`src/hdl/hcbp_pkg.sv`:
```
// ----------------------------------------------------------------------------
// hcbp_pkg
// Shared types and constants of the Huffman code bit packer.
// ----------------------------------------------------------------------------
package hcbp_pkg;

	localparam int SYMBOL_COUNT_DEF  = 256;
	localparam int MAX_CODE_BITS_DEF = 64;

	localparam int SYM_W       = 8;
	localparam int WORD_W      = 64;
	localparam int LEN_IN_W    = 7;
	localparam int SYM_LSB     = 0;
	localparam int WORD_LSB    = SYM_LSB + SYM_W;
	localparam int LEN_LSB     = WORD_LSB + WORD_W;
	localparam int IN_DATA_W   = ((LEN_LSB + LEN_IN_W + 7) / 8) * 8;
	localparam int FUNC_W      = 2;
	localparam int OUT_DATA_W  = 8;
	localparam int PAD_W       = 3;

	typedef enum logic [FUNC_W-1:0] {
		FUNC_LOAD   = 2'd0,
		FUNC_ENCODE = 2'd1,
		FUNC_FLUSH  = 2'd2
	} func_t;

	typedef struct packed {
		logic load;
		logic read;
		logic align;
		logic merge;
		logic emit_enc;
		logic finish;
		logic emit_flush;
	} cmd_t;

	typedef struct packed {
		logic sym_ok;
		logic pend_nz;
		logic has_byte;
		logic out_ready;
	} stat_t;

endpackage

```
`src/hdl/hcbp_ctrl.sv`:
```
// ----------------------------------------------------------------------------
// hcbp_ctrl
// Sequencer: load, table read, align, merge, byte emission and flush.
// ----------------------------------------------------------------------------
module hcbp_ctrl
	import hcbp_pkg::*;
(
	input  logic              clk,
	input  logic              arst_n,
	input  logic              s_axis_tvalid,
	input  logic [FUNC_W-1:0] func,
	output logic              s_axis_tready,
	input  stat_t             stat,
	output cmd_t              cmd
);

	typedef enum logic [4:0] {
		S_IDLE  = 5'b00001,
		S_ALIGN = 5'b00010,
		S_MERGE = 5'b00100,
		S_EMIT  = 5'b01000,
		S_FLUSH = 5'b10000
	} state_t;

	state_t state_q, state_d;

	always_ff @(posedge clk or negedge arst_n) begin
		if (!arst_n) begin
			state_q <= S_IDLE;
		end else begin
			state_q <= state_d;
		end
	end

	always_comb begin
		state_d       = state_q;
		cmd           = '0;
		s_axis_tready = 1'b0;
		case (state_q)
			S_IDLE: begin
				s_axis_tready = 1'b1;
				if (s_axis_tvalid) begin
					case (func_t'(func))
						FUNC_LOAD: begin
							cmd.load = stat.sym_ok;
						end
						FUNC_ENCODE: begin
							if (stat.sym_ok) begin
								cmd.read = 1'b1;
								state_d  = S_ALIGN;
							end
						end
						FUNC_FLUSH: begin
							if (stat.pend_nz) begin
								state_d = S_FLUSH;
							end
						end
						default: ;
					endcase
				end
			end
			S_ALIGN: begin
				cmd.align = 1'b1;
				state_d   = S_MERGE;
			end
			S_MERGE: begin
				cmd.merge = 1'b1;
				state_d   = S_EMIT;
			end
			S_EMIT: begin
				if (stat.has_byte) begin
					cmd.emit_enc = stat.out_ready;
				end else begin
					cmd.finish = 1'b1;
					state_d    = S_IDLE;
				end
			end
			S_FLUSH: begin
				if (stat.out_ready) begin
					cmd.emit_flush = 1'b1;
					state_d        = S_IDLE;
				end
			end
			default: begin
				state_d = S_IDLE;
			end
		endcase
	end

`ifndef ASSERT_OFF
	a_state_onehot: assert property (@(posedge clk) disable iff (!arst_n)
		$onehot(state_q))
		else $error("controller state not one-hot");

	a_emit_done: assert property (@(posedge clk) disable iff (!arst_n)
		(state_q == S_EMIT) && !stat.has_byte |=> state_q == S_IDLE)
		else $error("encode did not return to idle after last byte");

	a_ready_idle: assert property (@(posedge clk) disable iff (!arst_n)
		s_axis_tready |-> state_q == S_IDLE)
		else $error("input ready outside idle");
`endif

endmodule

```
`config.mk`:
```
export PLATFORM = sky130hd
export DESIGN_NAME = hcbp_ctrl
export DESIGN_NICKNAME = d
export VERILOG_FILES = /design/src/hdl/hcbp_pkg.sv /design/src/hdl/hcbp_ctrl.sv
export SDC_FILE = /design/constraint.sdc
export NUM_CORES = 1
export LEC_CHECK = 0
export BUFFER_PORTS_ARGS = -buffer_cell sky130_fd_sc_hd__buf_2
export CORE_AREA = 5 5 42 44
export DETAILED_ROUTE_END_ITERATION = 8
export DIE_AREA = 0 0 47 49
export PLACE_DENSITY = 0.56
export SLEW_MARGIN = 40
export SYNTH_ARGS = -nofsm -noshare
export SYNTH_HDL_FRONTEND = slang
export SYNTH_SLANG_ARGS = --single-unit
```
`constraint.sdc`:
```
create_clock -name clk -period 1.91 [get_ports clk]
set_input_delay 0.382 -clock clk [delete_from_list [all_inputs] [get_ports clk]]
set_output_delay 0.382 -clock clk [all_outputs]
set_load 0.005 [all_outputs]
```
==> results.sh, run 1 <==
export IMPL_outcome="completed"
export IMPL_pin_count=17
export IMPL_finClkSkew_ns=0.00382
export IMPL_dieArea_mm2=0.00230
export IMPL_io_buffer_count=16
export IMPL_grt_max_degree=9
export IMPL_drt_pass1_iterations=4
export IMPL_vias=351
export IMPL_cts_tree="done"
export IMPL_grt_pass1_wl_um=1280
export IMPL_largest_reg_flops=5
export IMPL_htree_levels=1
export IMPL_synth_top_family_by_area="simple AND/OR/NAND/NOR gates"
export IMPL_finalCritPeriodShare=0.931
export IMPL_ys_warnings_count=0
export IMPL_setup_viol=0
export IMPL_crit_path_end_kind="output pin"
export IMPL_worst_slack_ns=0.131
export IMPL_start_util=0.230
export IMPL_synth_fa_ha_area_frac=0
export IMPL_syn_area_per_cell_um2=7.87
export IMPL_path_max_fanout=6
export IMPL_antenna_found_initial=0
export IMPL_cts_reportedPaths_clkPinSlew_ns=0.04
export IMPL_dieHeight_um=49
export IMPL_rows=14
export IMPL_vias_per_cell=4.39
export IMPL_design_area_um2=487
export IMPL_clockBufferDepth=2
export IMPL_drive_gt1_frac=0.453
export IMPL_clock_root_buffer="clkbuf_4"
export IMPL_synth_xor_area_share=0
export IMPL_hold_path_class="primary input to register"
export IMPL_fillCellCount=165
export IMPL_relSlewSlack=0.883
export IMPL_intPower_w=0.000268
export IMPL_critPathLaunchType="register"
export IMPL_die_width_um=47
export IMPL_place_ws_ns=0.311
export IMPL_combPwrFrac=0.312
export IMPL_switchingPower_w=0.000122
export IMPL_ys_seq_area_frac=0.391
export IMPL_synthCells=41
export IMPL_powerDensity_mw_per_mm2=801
export IMPL_crit_arrival_ns=1.40
export IMPL_ir_drop_mv=0.309
export IMPL_syn_nets=50
export IMPL_overflow=0
export IMPL_power_leakage_nw=0.265
export IMPL_regArea_um2=128
export IMPL_nNetsFinal=74
export IMPL_synth_flop_cell="dfrtp_1"
export IMPL_fin_crit_ns=1.78
export IMPL_regMostFlops="state_q"
export IMPL_wire_per_inst_um=10.0
export IMPL_syn_cell_area_um2=323
export IMPL_cts_buffers=3
export IMPL_synth_compound_area_frac=0.0659
export IMPL_fmax_mhz=562
export IMPL_drv_cap=0
export IMPL_clk_latency_ns=0.24
export IMPL_antennaDiodeCount=0
export IMPL_core_area_mm2=0.00140
export IMPL_synthSimpleGateAreaFrac=0.519
export IMPL_drv_slew=0
export IMPL_drc=0
export IMPL_cts_num_sinks=5
export IMPL_drt_initial_drc_count=6
export IMPL_reg_largest_list="state_q: 5 flops"
export IMPL_hpwlAfterDp_um=629
export IMPL_tightestPinTransition_ns=0.174
export IMPL_seqPwrFrac=0.377
export IMPL_pwr_share_clk=0.312
export IMPL_synth_cell_types=19
export IMPL_grt_util_all_layers=0.0805
export IMPL_area_growth_pct=50.8
export IMPL_grt_pass1_vias=316
export IMPL_place_congestion=0.689
export IMPL_final_util=0.347
export IMPL_synthMuxAreaShare=0
export IMPL_hold_viol=0
export IMPL_synth_edf_count=0
export IMPL_place_area_um2=423
export IMPL_swShare=0.312
export IMPL_multi_input_area_um2=200
export IMPL_wl_um=800
export IMPL_crit_type="register to output pin"
export IMPL_cp_required_ns=1.53
export IMPL_ant_nets=0
export IMPL_synthArstFlopShare=1.00
export IMPL_ys_seq_elements=5
export IMPL_fin_hold_ws_ns=0.371
[Yosys cell counts (all sizes together), types with 2 or more instances]
master / n / area (um^2)
nor2: 9 / 36.3
inv: 2 / 7.51
nand2: 4 / 15.0
dfrtp: 4 / 100
nor3: 3 / 15.0
o21ai: 3 / 15.0
and3: 2 / 15.0
and3b: 3 / 26.3
nand3: 3 / 15.0
[placed cells by master (no fill, tap or decap)]
| master | count |
|---|---|
| a31oi_1 | 1 |
| and2_1 | 1 |
| and3_2 | 1 |
| and3_4 | 1 |
| and3b_1 | 3 |
| buf_2 | 16 |
| buf_4 | 2 |
| clkbuf_1 | 1 |
| clkbuf_4 | 3 |
| dfrtp_1 | 3 |
| dfrtp_2 | 1 |
| dfstp_2 | 1 |
| dlygate4sd3_1 | 1 |
| inv_1 | 2 |
| nand2_1 | 4 |
| nand3_1 | 3 |
| nand3b_1 | 1 |
| nand4b_1 | 1 |
| nor2_1 | 7 |
| nor2_2 | 2 |
| nor2b_1 | 1 |
| nor3_1 | 2 |
| nor3_2 | 1 |
| o21ai_0 | 2 |
| o21ai_1 | 1 |
| or2_2 | 1 |
| or4b_1 | 1 |
[layout make-up]
class	instances	share of cell area
multi-input cells	34	0.411
well taps	16	0.0411
repair buffers	19	0.216
clock buffers	4	0.0540
inverters	2	0.0154
flip-flops and latches	5	0.262
[power by group through the flow]
stage               clock network [W]  registers (W)  logic [W]
CTS                          0.000128       0.000145   0.000111
finish                       0.000122       0.000147   0.000122
global route                 0.000133       0.000150   0.000140
global placement                    0       0.000148   0.000108
floorplan                           0       0.000142  0.0000700
detailed placement                  0       0.000146   0.000108
[kinds of logic after synthesis]
family | after synthesis
flip-flops | 5
AO/OA/AOI/OAI | 4
AND/OR/NAND/NOR | 30
buffers and inverters | 2
[timing repair]
| item | in CTS | in global routing |
|---|---|---|
| buffers inserted | 0 | 2 |
| hold endpoints to repair | 4 | 0 |
| hold buffers | 1 | 0 |
| resized for setup | 0 | 4 |
| endpoints found under the setup margin | 0 | 3 |
[worst max-delay path: stages (launching register included)]
cell and delay [ns]:
dfstp_2 0.58, and3_4 0.21, nand4b_1 0.15, nor2_1 0.11
buf_2 0.12
[per-layer routing]
metal  track usage  share of wire  up-vias
met5             0              0        -
met4        0.0829          0.013        0
met3        0.0221          0.099        2
met2        0.0860           0.41       15
met1         0.115           0.47      145
li1              -              -      189
[metrics by stage]
step	TNS, ns	power (W)	std cells
after detailed placement	0	0.000254	73
after floorplan	0	0.000212	41
after CTS	0	0.000383	78
after global routing	-0.00688	0.000423	80
final	0	0.000390	80
after global placement	0	0.000256	73
[worst paths after layout]
| kind | depth (start not counted) | startpoint | slack (ns) | to |
|---|---|---|---|---|
| max in group asynchronous | 2 | arst_n | 1.21 | state_q[0]$_DFFE_PN1P_ |
| worst min-delay path | 2 | stat[0] | 0.37 | state_q[4]$_DFFE_PN0P_ |
| worst max-delay path | 4 | state_q[0]$_DFFE_PN1P_ | 0.13 | cmd[5] |
| worst min register to register | 1 | state_q[4]$_DFFE_PN0P_ | 0.51 | state_q[2]$_DFFE_PN0P_ |
| worst max register to register | 4 | state_q[0]$_DFFE_PN1P_ | 0.43 | state_q[0]$_DFFE_PN1P_ |
| min in group asynchronous | 2 | arst_n | 0.49 | state_q[2]$_DFFE_PN0P_ |
Note: power is estimated with default switching activity, not from simulation.
==> run 2: changes to the inputs <==
--- a/config.mk
+++ b/config.mk
@@ -10,6 +10,7 @@
 export DETAILED_ROUTE_END_ITERATION = 8
 export DIE_AREA = 0 0 47 49
 export PLACE_DENSITY = 0.56
+export RECOVER_POWER = 50
 export SLEW_MARGIN = 40
 export SYNTH_ARGS = -nofsm -noshare
 export SYNTH_HDL_FRONTEND = slang
==> results.sh, run 2 (synthesized netlist as in run 1, its figures left out) <==
export IMPL_outcome="completed"
export IMPL_drc=0
export IMPL_combPwrFrac=0.311
export IMPL_pin_count=17
export IMPL_place_ws_ns=0.311
export IMPL_fmax_mhz=562
export IMPL_nNetsFinal=74
export IMPL_dieArea_mm2=0.00230
export IMPL_clk_latency_ns=0.24
export IMPL_reg_largest_list="state_q: 5 flops"
export IMPL_crit_path_end_kind="output pin"
export IMPL_fin_crit_ns=1.78
export IMPL_swShare=0.312
export IMPL_cp_top_family="flip-flops"
export IMPL_cts_num_sinks=5
export IMPL_final_common_cell="buf_2"
export IMPL_relSlewSlack=0.810
export IMPL_die_width_um=47
export IMPL_crit_arrival_ns=1.40
export IMPL_tightestPinTransition_ns=0.285
export IMPL_htree_levels=1
export IMPL_clock_root_buffer="clkbuf_4"
export IMPL_core_area_mm2=0.00140
export IMPL_place_congestion=0.689
export IMPL_path_cells="and3_4 -> nand4b_1 -> nor2_1 -> buf_2"
export IMPL_powerDensity_mw_per_mm2=803
export IMPL_grt_max_degree=9
export IMPL_wl_um=798
export IMPL_regArea_um2=128
export IMPL_cts_tree="done"
export IMPL_io_buffer_count=16
export IMPL_multi_input_area_um2=200
export IMPL_crit_type="register to output pin"
export IMPL_hold_viol=0
export IMPL_wire_per_inst_um=9.98
export IMPL_dieHeight_um=49
export IMPL_fillCellCount=163
export IMPL_clockBufferDepth=2
export IMPL_area_growth_pct=50.4
export IMPL_seqPwrFrac=0.377
export IMPL_drt_initial_drc_count=6
export IMPL_worst_slack_ns=0.131
export IMPL_crit_slowest_cell="dfstp_2"
export IMPL_cp_required_ns=1.53
export IMPL_drt_pass1_iterations=4
export IMPL_grt_util_all_layers=0.0805
export IMPL_rows=14
export IMPL_cts_buffers=3
export IMPL_drv_cap=0
export IMPL_switchingPower_w=0.000122
export IMPL_hold_path_class="primary input to register"
export IMPL_vias_per_cell=4.39
export IMPL_cts_reportedPaths_clkPinSlew_ns=0.04
export IMPL_hpwlAfterDp_um=629
export IMPL_grt_pass1_vias=316
export IMPL_setup_viol=0
export IMPL_drv_slew=0
export IMPL_path_max_fanout=6
export IMPL_ir_drop_mv=0.309
export IMPL_slowest_delay_ns=0.58
export IMPL_critPathLaunchType="register"
export IMPL_pwr_share_clk=0.312
export IMPL_antennaDiodeCount=0
export IMPL_regMostFlops="state_q"
export IMPL_ant_nets=0
export IMPL_grt_pass1_wl_um=1280
export IMPL_cp_num_buf_inv=1
export IMPL_finalSetupTns_ns=0
export IMPL_drive_gt1_frac=0.438
export IMPL_largest_reg_flops=5
export IMPL_start_util=0.230
export IMPL_vias=351
export IMPL_finClkSkew_ns=0.00382
export IMPL_power_leakage_nw=0.262
export IMPL_intPower_w=0.000268
export IMPL_antenna_found_initial=0
export IMPL_finalCritPeriodShare=0.931
export IMPL_overflow=0
export IMPL_final_cell_mix="15 x buf_2, 7 x nor2_1, 4 x nand2_1"
[run 2: power by group through the flow]
stage	logic (W)	clock network [W]	registers [W]
floorplan	0.0000700	0	0.000142
global route	0.000140	0.000133	0.000150
global placement	0.000108	0	0.000148
CTS	0.000111	0.000128	0.000145
finish	0.000121	0.000122	0.000147
detailed placement	0.000108	0	0.000146
[run 2: stage by stage]
step           cell area, um^2  std cells   util  hold WS [ns]  power (W)
2_1_floorplan              323         41      -        0.0864   0.000212
3_3_place_gp               423         73  0.302         0.208   0.000256
3_5_place_dp               423         73  0.302         0.205   0.000254
4_1_cts                    459         78  0.328         0.369   0.000383
5_1_grt                    485         80  0.346         0.401   0.000423
6_report                   485         80  0.346         0.371   0.000390
[run 2: path summary, 6_finish.rpt]
kind	start	end	slack [ns]	cells after the start
setup reg to reg	state_q[0]$_DFFE_PN1P_	state_q[0]$_DFFE_PN1P_	0.43	4
min in group asynchronous	arst_n	state_q[2]$_DFFE_PN0P_	0.53	2
hold / removal	stat[0]	state_q[4]$_DFFE_PN0P_	0.37	2
max in group asynchronous	arst_n	state_q[0]$_DFFE_PN1P_	1.10	2
hold reg to reg	state_q[4]$_DFFE_PN0P_	state_q[2]$_DFFE_PN0P_	0.51	1
setup / recovery	state_q[0]$_DFFE_PN1P_	cmd[5]	0.13	4
[run 2: area by class of cell]
| cell class | instances | share of cell area |
|---|---|---|
| clock buffer | 4 | 0.0541 |
| inverter | 2 | 0.0155 |
| timing repair buffer | 19 | 0.214 |
| multi-input combinational | 34 | 0.412 |
| sequential | 5 | 0.263 |
| tap | 16 | 0.0412 |
[run 2: timing repair]
item	in CTS	in global routing
hold buffers	1	0
endpoints found under the setup margin	0	3
endpoints found under the hold margin	4	0
gates resized for setup	0	4
buffers inserted	0	2
[run 2: routing by layer]
layer | share of wire | global-route usage | up-vias
met5 | 0 | 0 | -
met4 | 0.013 | 0.0829 | 0
met3 | 0.099 | 0.0221 | 2
met2 | 0.41 | 0.0860 | 15
met1 | 0.47 | 0.115 | 145
li1 | - | - | 189
==> run 3: changes to the inputs <==
--- a/config.mk
+++ b/config.mk
@@ -5,11 +5,12 @@
 export SDC_FILE = /design/constraint.sdc
 export NUM_CORES = 1
 export LEC_CHECK = 0
+export ABC_AREA = 1
 export BUFFER_PORTS_ARGS = -buffer_cell sky130_fd_sc_hd__buf_2
 export CORE_AREA = 5 5 42 44
 export DETAILED_ROUTE_END_ITERATION = 8
 export DIE_AREA = 0 0 47 49
-export PLACE_DENSITY = 0.56
+export PLACE_DENSITY = 0.61
 export RECOVER_POWER = 50
 export SLEW_MARGIN = 40
 export SYNTH_ARGS = -nofsm -noshare
==> results.sh, run 3 <==
export IMPL_outcome="completed"
export IMPL_synth_most_common_cell="inv_1"
export IMPL_drive_gt1_frac=0.316
export IMPL_reg_largest_list="state_q: 5 flops"
export IMPL_vias=419
export IMPL_crit_path_end_kind="output pin"
export IMPL_grt_pass1_vias=401
export IMPL_drc=0
export IMPL_power_leakage_nw=0.319
export IMPL_ant_nets=0
export IMPL_critPathLaunchType="register"
export IMPL_netlist_area_leader_share=0.265
export IMPL_start_util=0.270
export IMPL_grt_util_all_layers=0.0962
export IMPL_syn_area_per_cell_um2=6.51
export IMPL_holdPathStages=3
export IMPL_ys_seq_area_frac=0.334
export IMPL_nNetsFinal=89
export IMPL_cts_reportedPaths_clkPinSlew_ns=0.05
export IMPL_hold_path_class="primary input to register"
export IMPL_crit_slowest_cell="dfrtp_1"
export IMPL_place_area_um2=478
export IMPL_synthTopCellsByArea="dfrtp_1 26%, inv_1 14%, nand3_1 13%"
export IMPL_overflow=0
export IMPL_core_area_mm2=0.00140
export IMPL_slowest_delay_ns=0.41
export IMPL_powerDensity_mw_per_mm2=1010
export IMPL_synthArstFlopShare=1.00
export IMPL_io_buffer_count=16
export IMPL_reg2regPathDepth=8
export IMPL_rr_startpoint="state_q[3]$_DFFE_PN0P_"
export IMPL_clockBufferDepth=2
export IMPL_setup_viol=0
export IMPL_htree_levels=1
export IMPL_hpwlAfterDp_um=781
export IMPL_synth_common_cells="14 x inv_1, 11 x nor2_1, 10 x nand3_1"
export IMPL_clk_latency_ns=0.25
export IMPL_min_from="s_axis_tvalid"
export IMPL_path_max_fanout=5
export IMPL_wire_per_inst_um=9.74
export IMPL_hold_viol=0
export IMPL_rows=14
export IMPL_relSlewSlack=0.812
export IMPL_cts_buffers=3
export IMPL_synth_edf_count=0
export IMPL_antennaDiodeCount=0
export IMPL_crit_arrival_ns=1.34
export IMPL_r2r_end="state_q[4]$_DFFE_PN0P_"
export IMPL_fmax_mhz=579
export IMPL_grt_max_degree=6
export IMPL_final_cell_mix="15 x buf_2, 14 x inv_1, 11 x nor2_1"
export IMPL_cp_common_cell="nor2_4"
export IMPL_ir_drop_mv=0.416
export IMPL_drt_pass1_iterations=4
export IMPL_cp_required_ns=1.53
export IMPL_finClkSkew_ns=0.00418
export IMPL_hold_path_end="state_q[1]$_DFFE_PN0P_"
export IMPL_vias_per_cell=4.41
export IMPL_ys_seq_elements=5
export IMPL_postCtsHoldBufs=1
export IMPL_cts_num_sinks=5
export IMPL_fin_hold_ws_ns=0.432
export IMPL_syn_nets=67
export IMPL_cts_tree="done"
export IMPL_place_congestion=0.738
export IMPL_antenna_found_initial=0
export IMPL_finalSetupTns_ns=0
export IMPL_area_growth_pct=35.8
export IMPL_synthCells=58
export IMPL_clock_root_buffer="clkbuf_4"
export IMPL_ys_warnings_count=0
export IMPL_design_area_um2=513
export IMPL_wl_um=925
export IMPL_synth_flop_cell="dfrtp_1"
export IMPL_path_cells="nor2_4 -> nand2_2 -> nor2_4 -> nand2_1 -> nor2_1 -> buf_2"
export IMPL_dieArea_mm2=0.00230
export IMPL_rsz0062_at_grt="false"
export IMPL_synth_cell_types=11
export IMPL_grt_pass1_wl_um=1520
export IMPL_ctsResizeCount=0
export IMPL_r2r_setup_slack_ns=0.66
export IMPL_largest_reg_flops=5
export IMPL_fin_crit_ns=1.73
export IMPL_drv_slew=0
export IMPL_die_width_um=47
export IMPL_tightestPinTransition_ns=0.282
export IMPL_drt_initial_drc_count=7
export IMPL_yosys_area_top_type="dfrtp_1"
export IMPL_crit_type="register to output pin"
export IMPL_dieHeight_um=49
export IMPL_drv_cap=0
export IMPL_pin_count=17
export IMPL_final_common_cell="buf_2"
export IMPL_post_cts_buffers=0
export IMPL_regMostFlops="state_q"
export IMPL_finalCritPeriodShare=0.904
export IMPL_syn_cell_area_um2=378
## run 3: worst max-delay path, delay by kind of cell, from the launching register on
kind / cells / cell delay [ns]
DFF: 1 / 0.41
buffers and inverters: 1 / 0.12
and+or+nand+nor: 5 / 0.57
## run 3: routing by layer
layer | share of wire | GRT usage | routed length, um
met2 | 0.46 | 0.129 | 424
met5 | 0 | 0 | 0
met3 | 0.12 | 0.0369 | 107
met1 | 0.40 | 0.107 | 366
met4 | 0.029 | 0.0968 | 27
## run 3: metrics by stage
stage                util  cells  power [W]  worst slack (ns)
floorplan               -     58   0.000334             0.565
global placement    0.341     90   0.000392             0.479
detailed placement  0.341     90   0.000393             0.443
CTS                 0.367     95   0.000526             0.167
global route        0.366     95   0.000572            0.0785
finish              0.366     95   0.000520             0.184
## run 3: report_power, final
group,total (W),internal (W),switching [W]
Clock,0.000126,0.0000792,0.0000465
Combinational,0.000233,0.0000926,0.000141
Sequential,0.000161,0.000134,0.0000264
Total,0.000520,0.000306,0.000214
## run 3: how the worst max path moves through the flow
stage	depth (start not counted)	to	startpoint
floorplan	4	cmd[5]	state_q[0]$_DFFE_PN1P_
global route	6	cmd[6]	state_q[3]$_DFFE_PN0P_
global placement	5	cmd[5]	state_q[0]$_DFFE_PN1P_
detailed placement	5	cmd[5]	state_q[0]$_DFFE_PN1P_
CTS	5	cmd[5]	state_q[0]$_DFFE_PN1P_
finish	6	cmd[5]	state_q[3]$_DFFE_PN0P_
## run 3: kinds of logic (layout without fill, tap and decap cells)
logic type             after synthesis  after routing  share of synthesized area
AND/OR/NAND/NOR                     36             36                      0.490
flip-flops                           5              5                      0.334
AO/OA/AOI/OAI                        2              2                     0.0265
buffers and inverters               15             36                      0.149
## run 3: final cells by class
cell class / instances / area (um^2)
Clock buffer: 4 / 26.3
Fill cell: 153 / 888
Inverter: 15 / 56.3
Timing Repair Buffer: 17 / 88.8
Sequential cell: 5 / 126
Multi-Input combinational cell: 38 / 195
Tap cell: 16 / 20.0
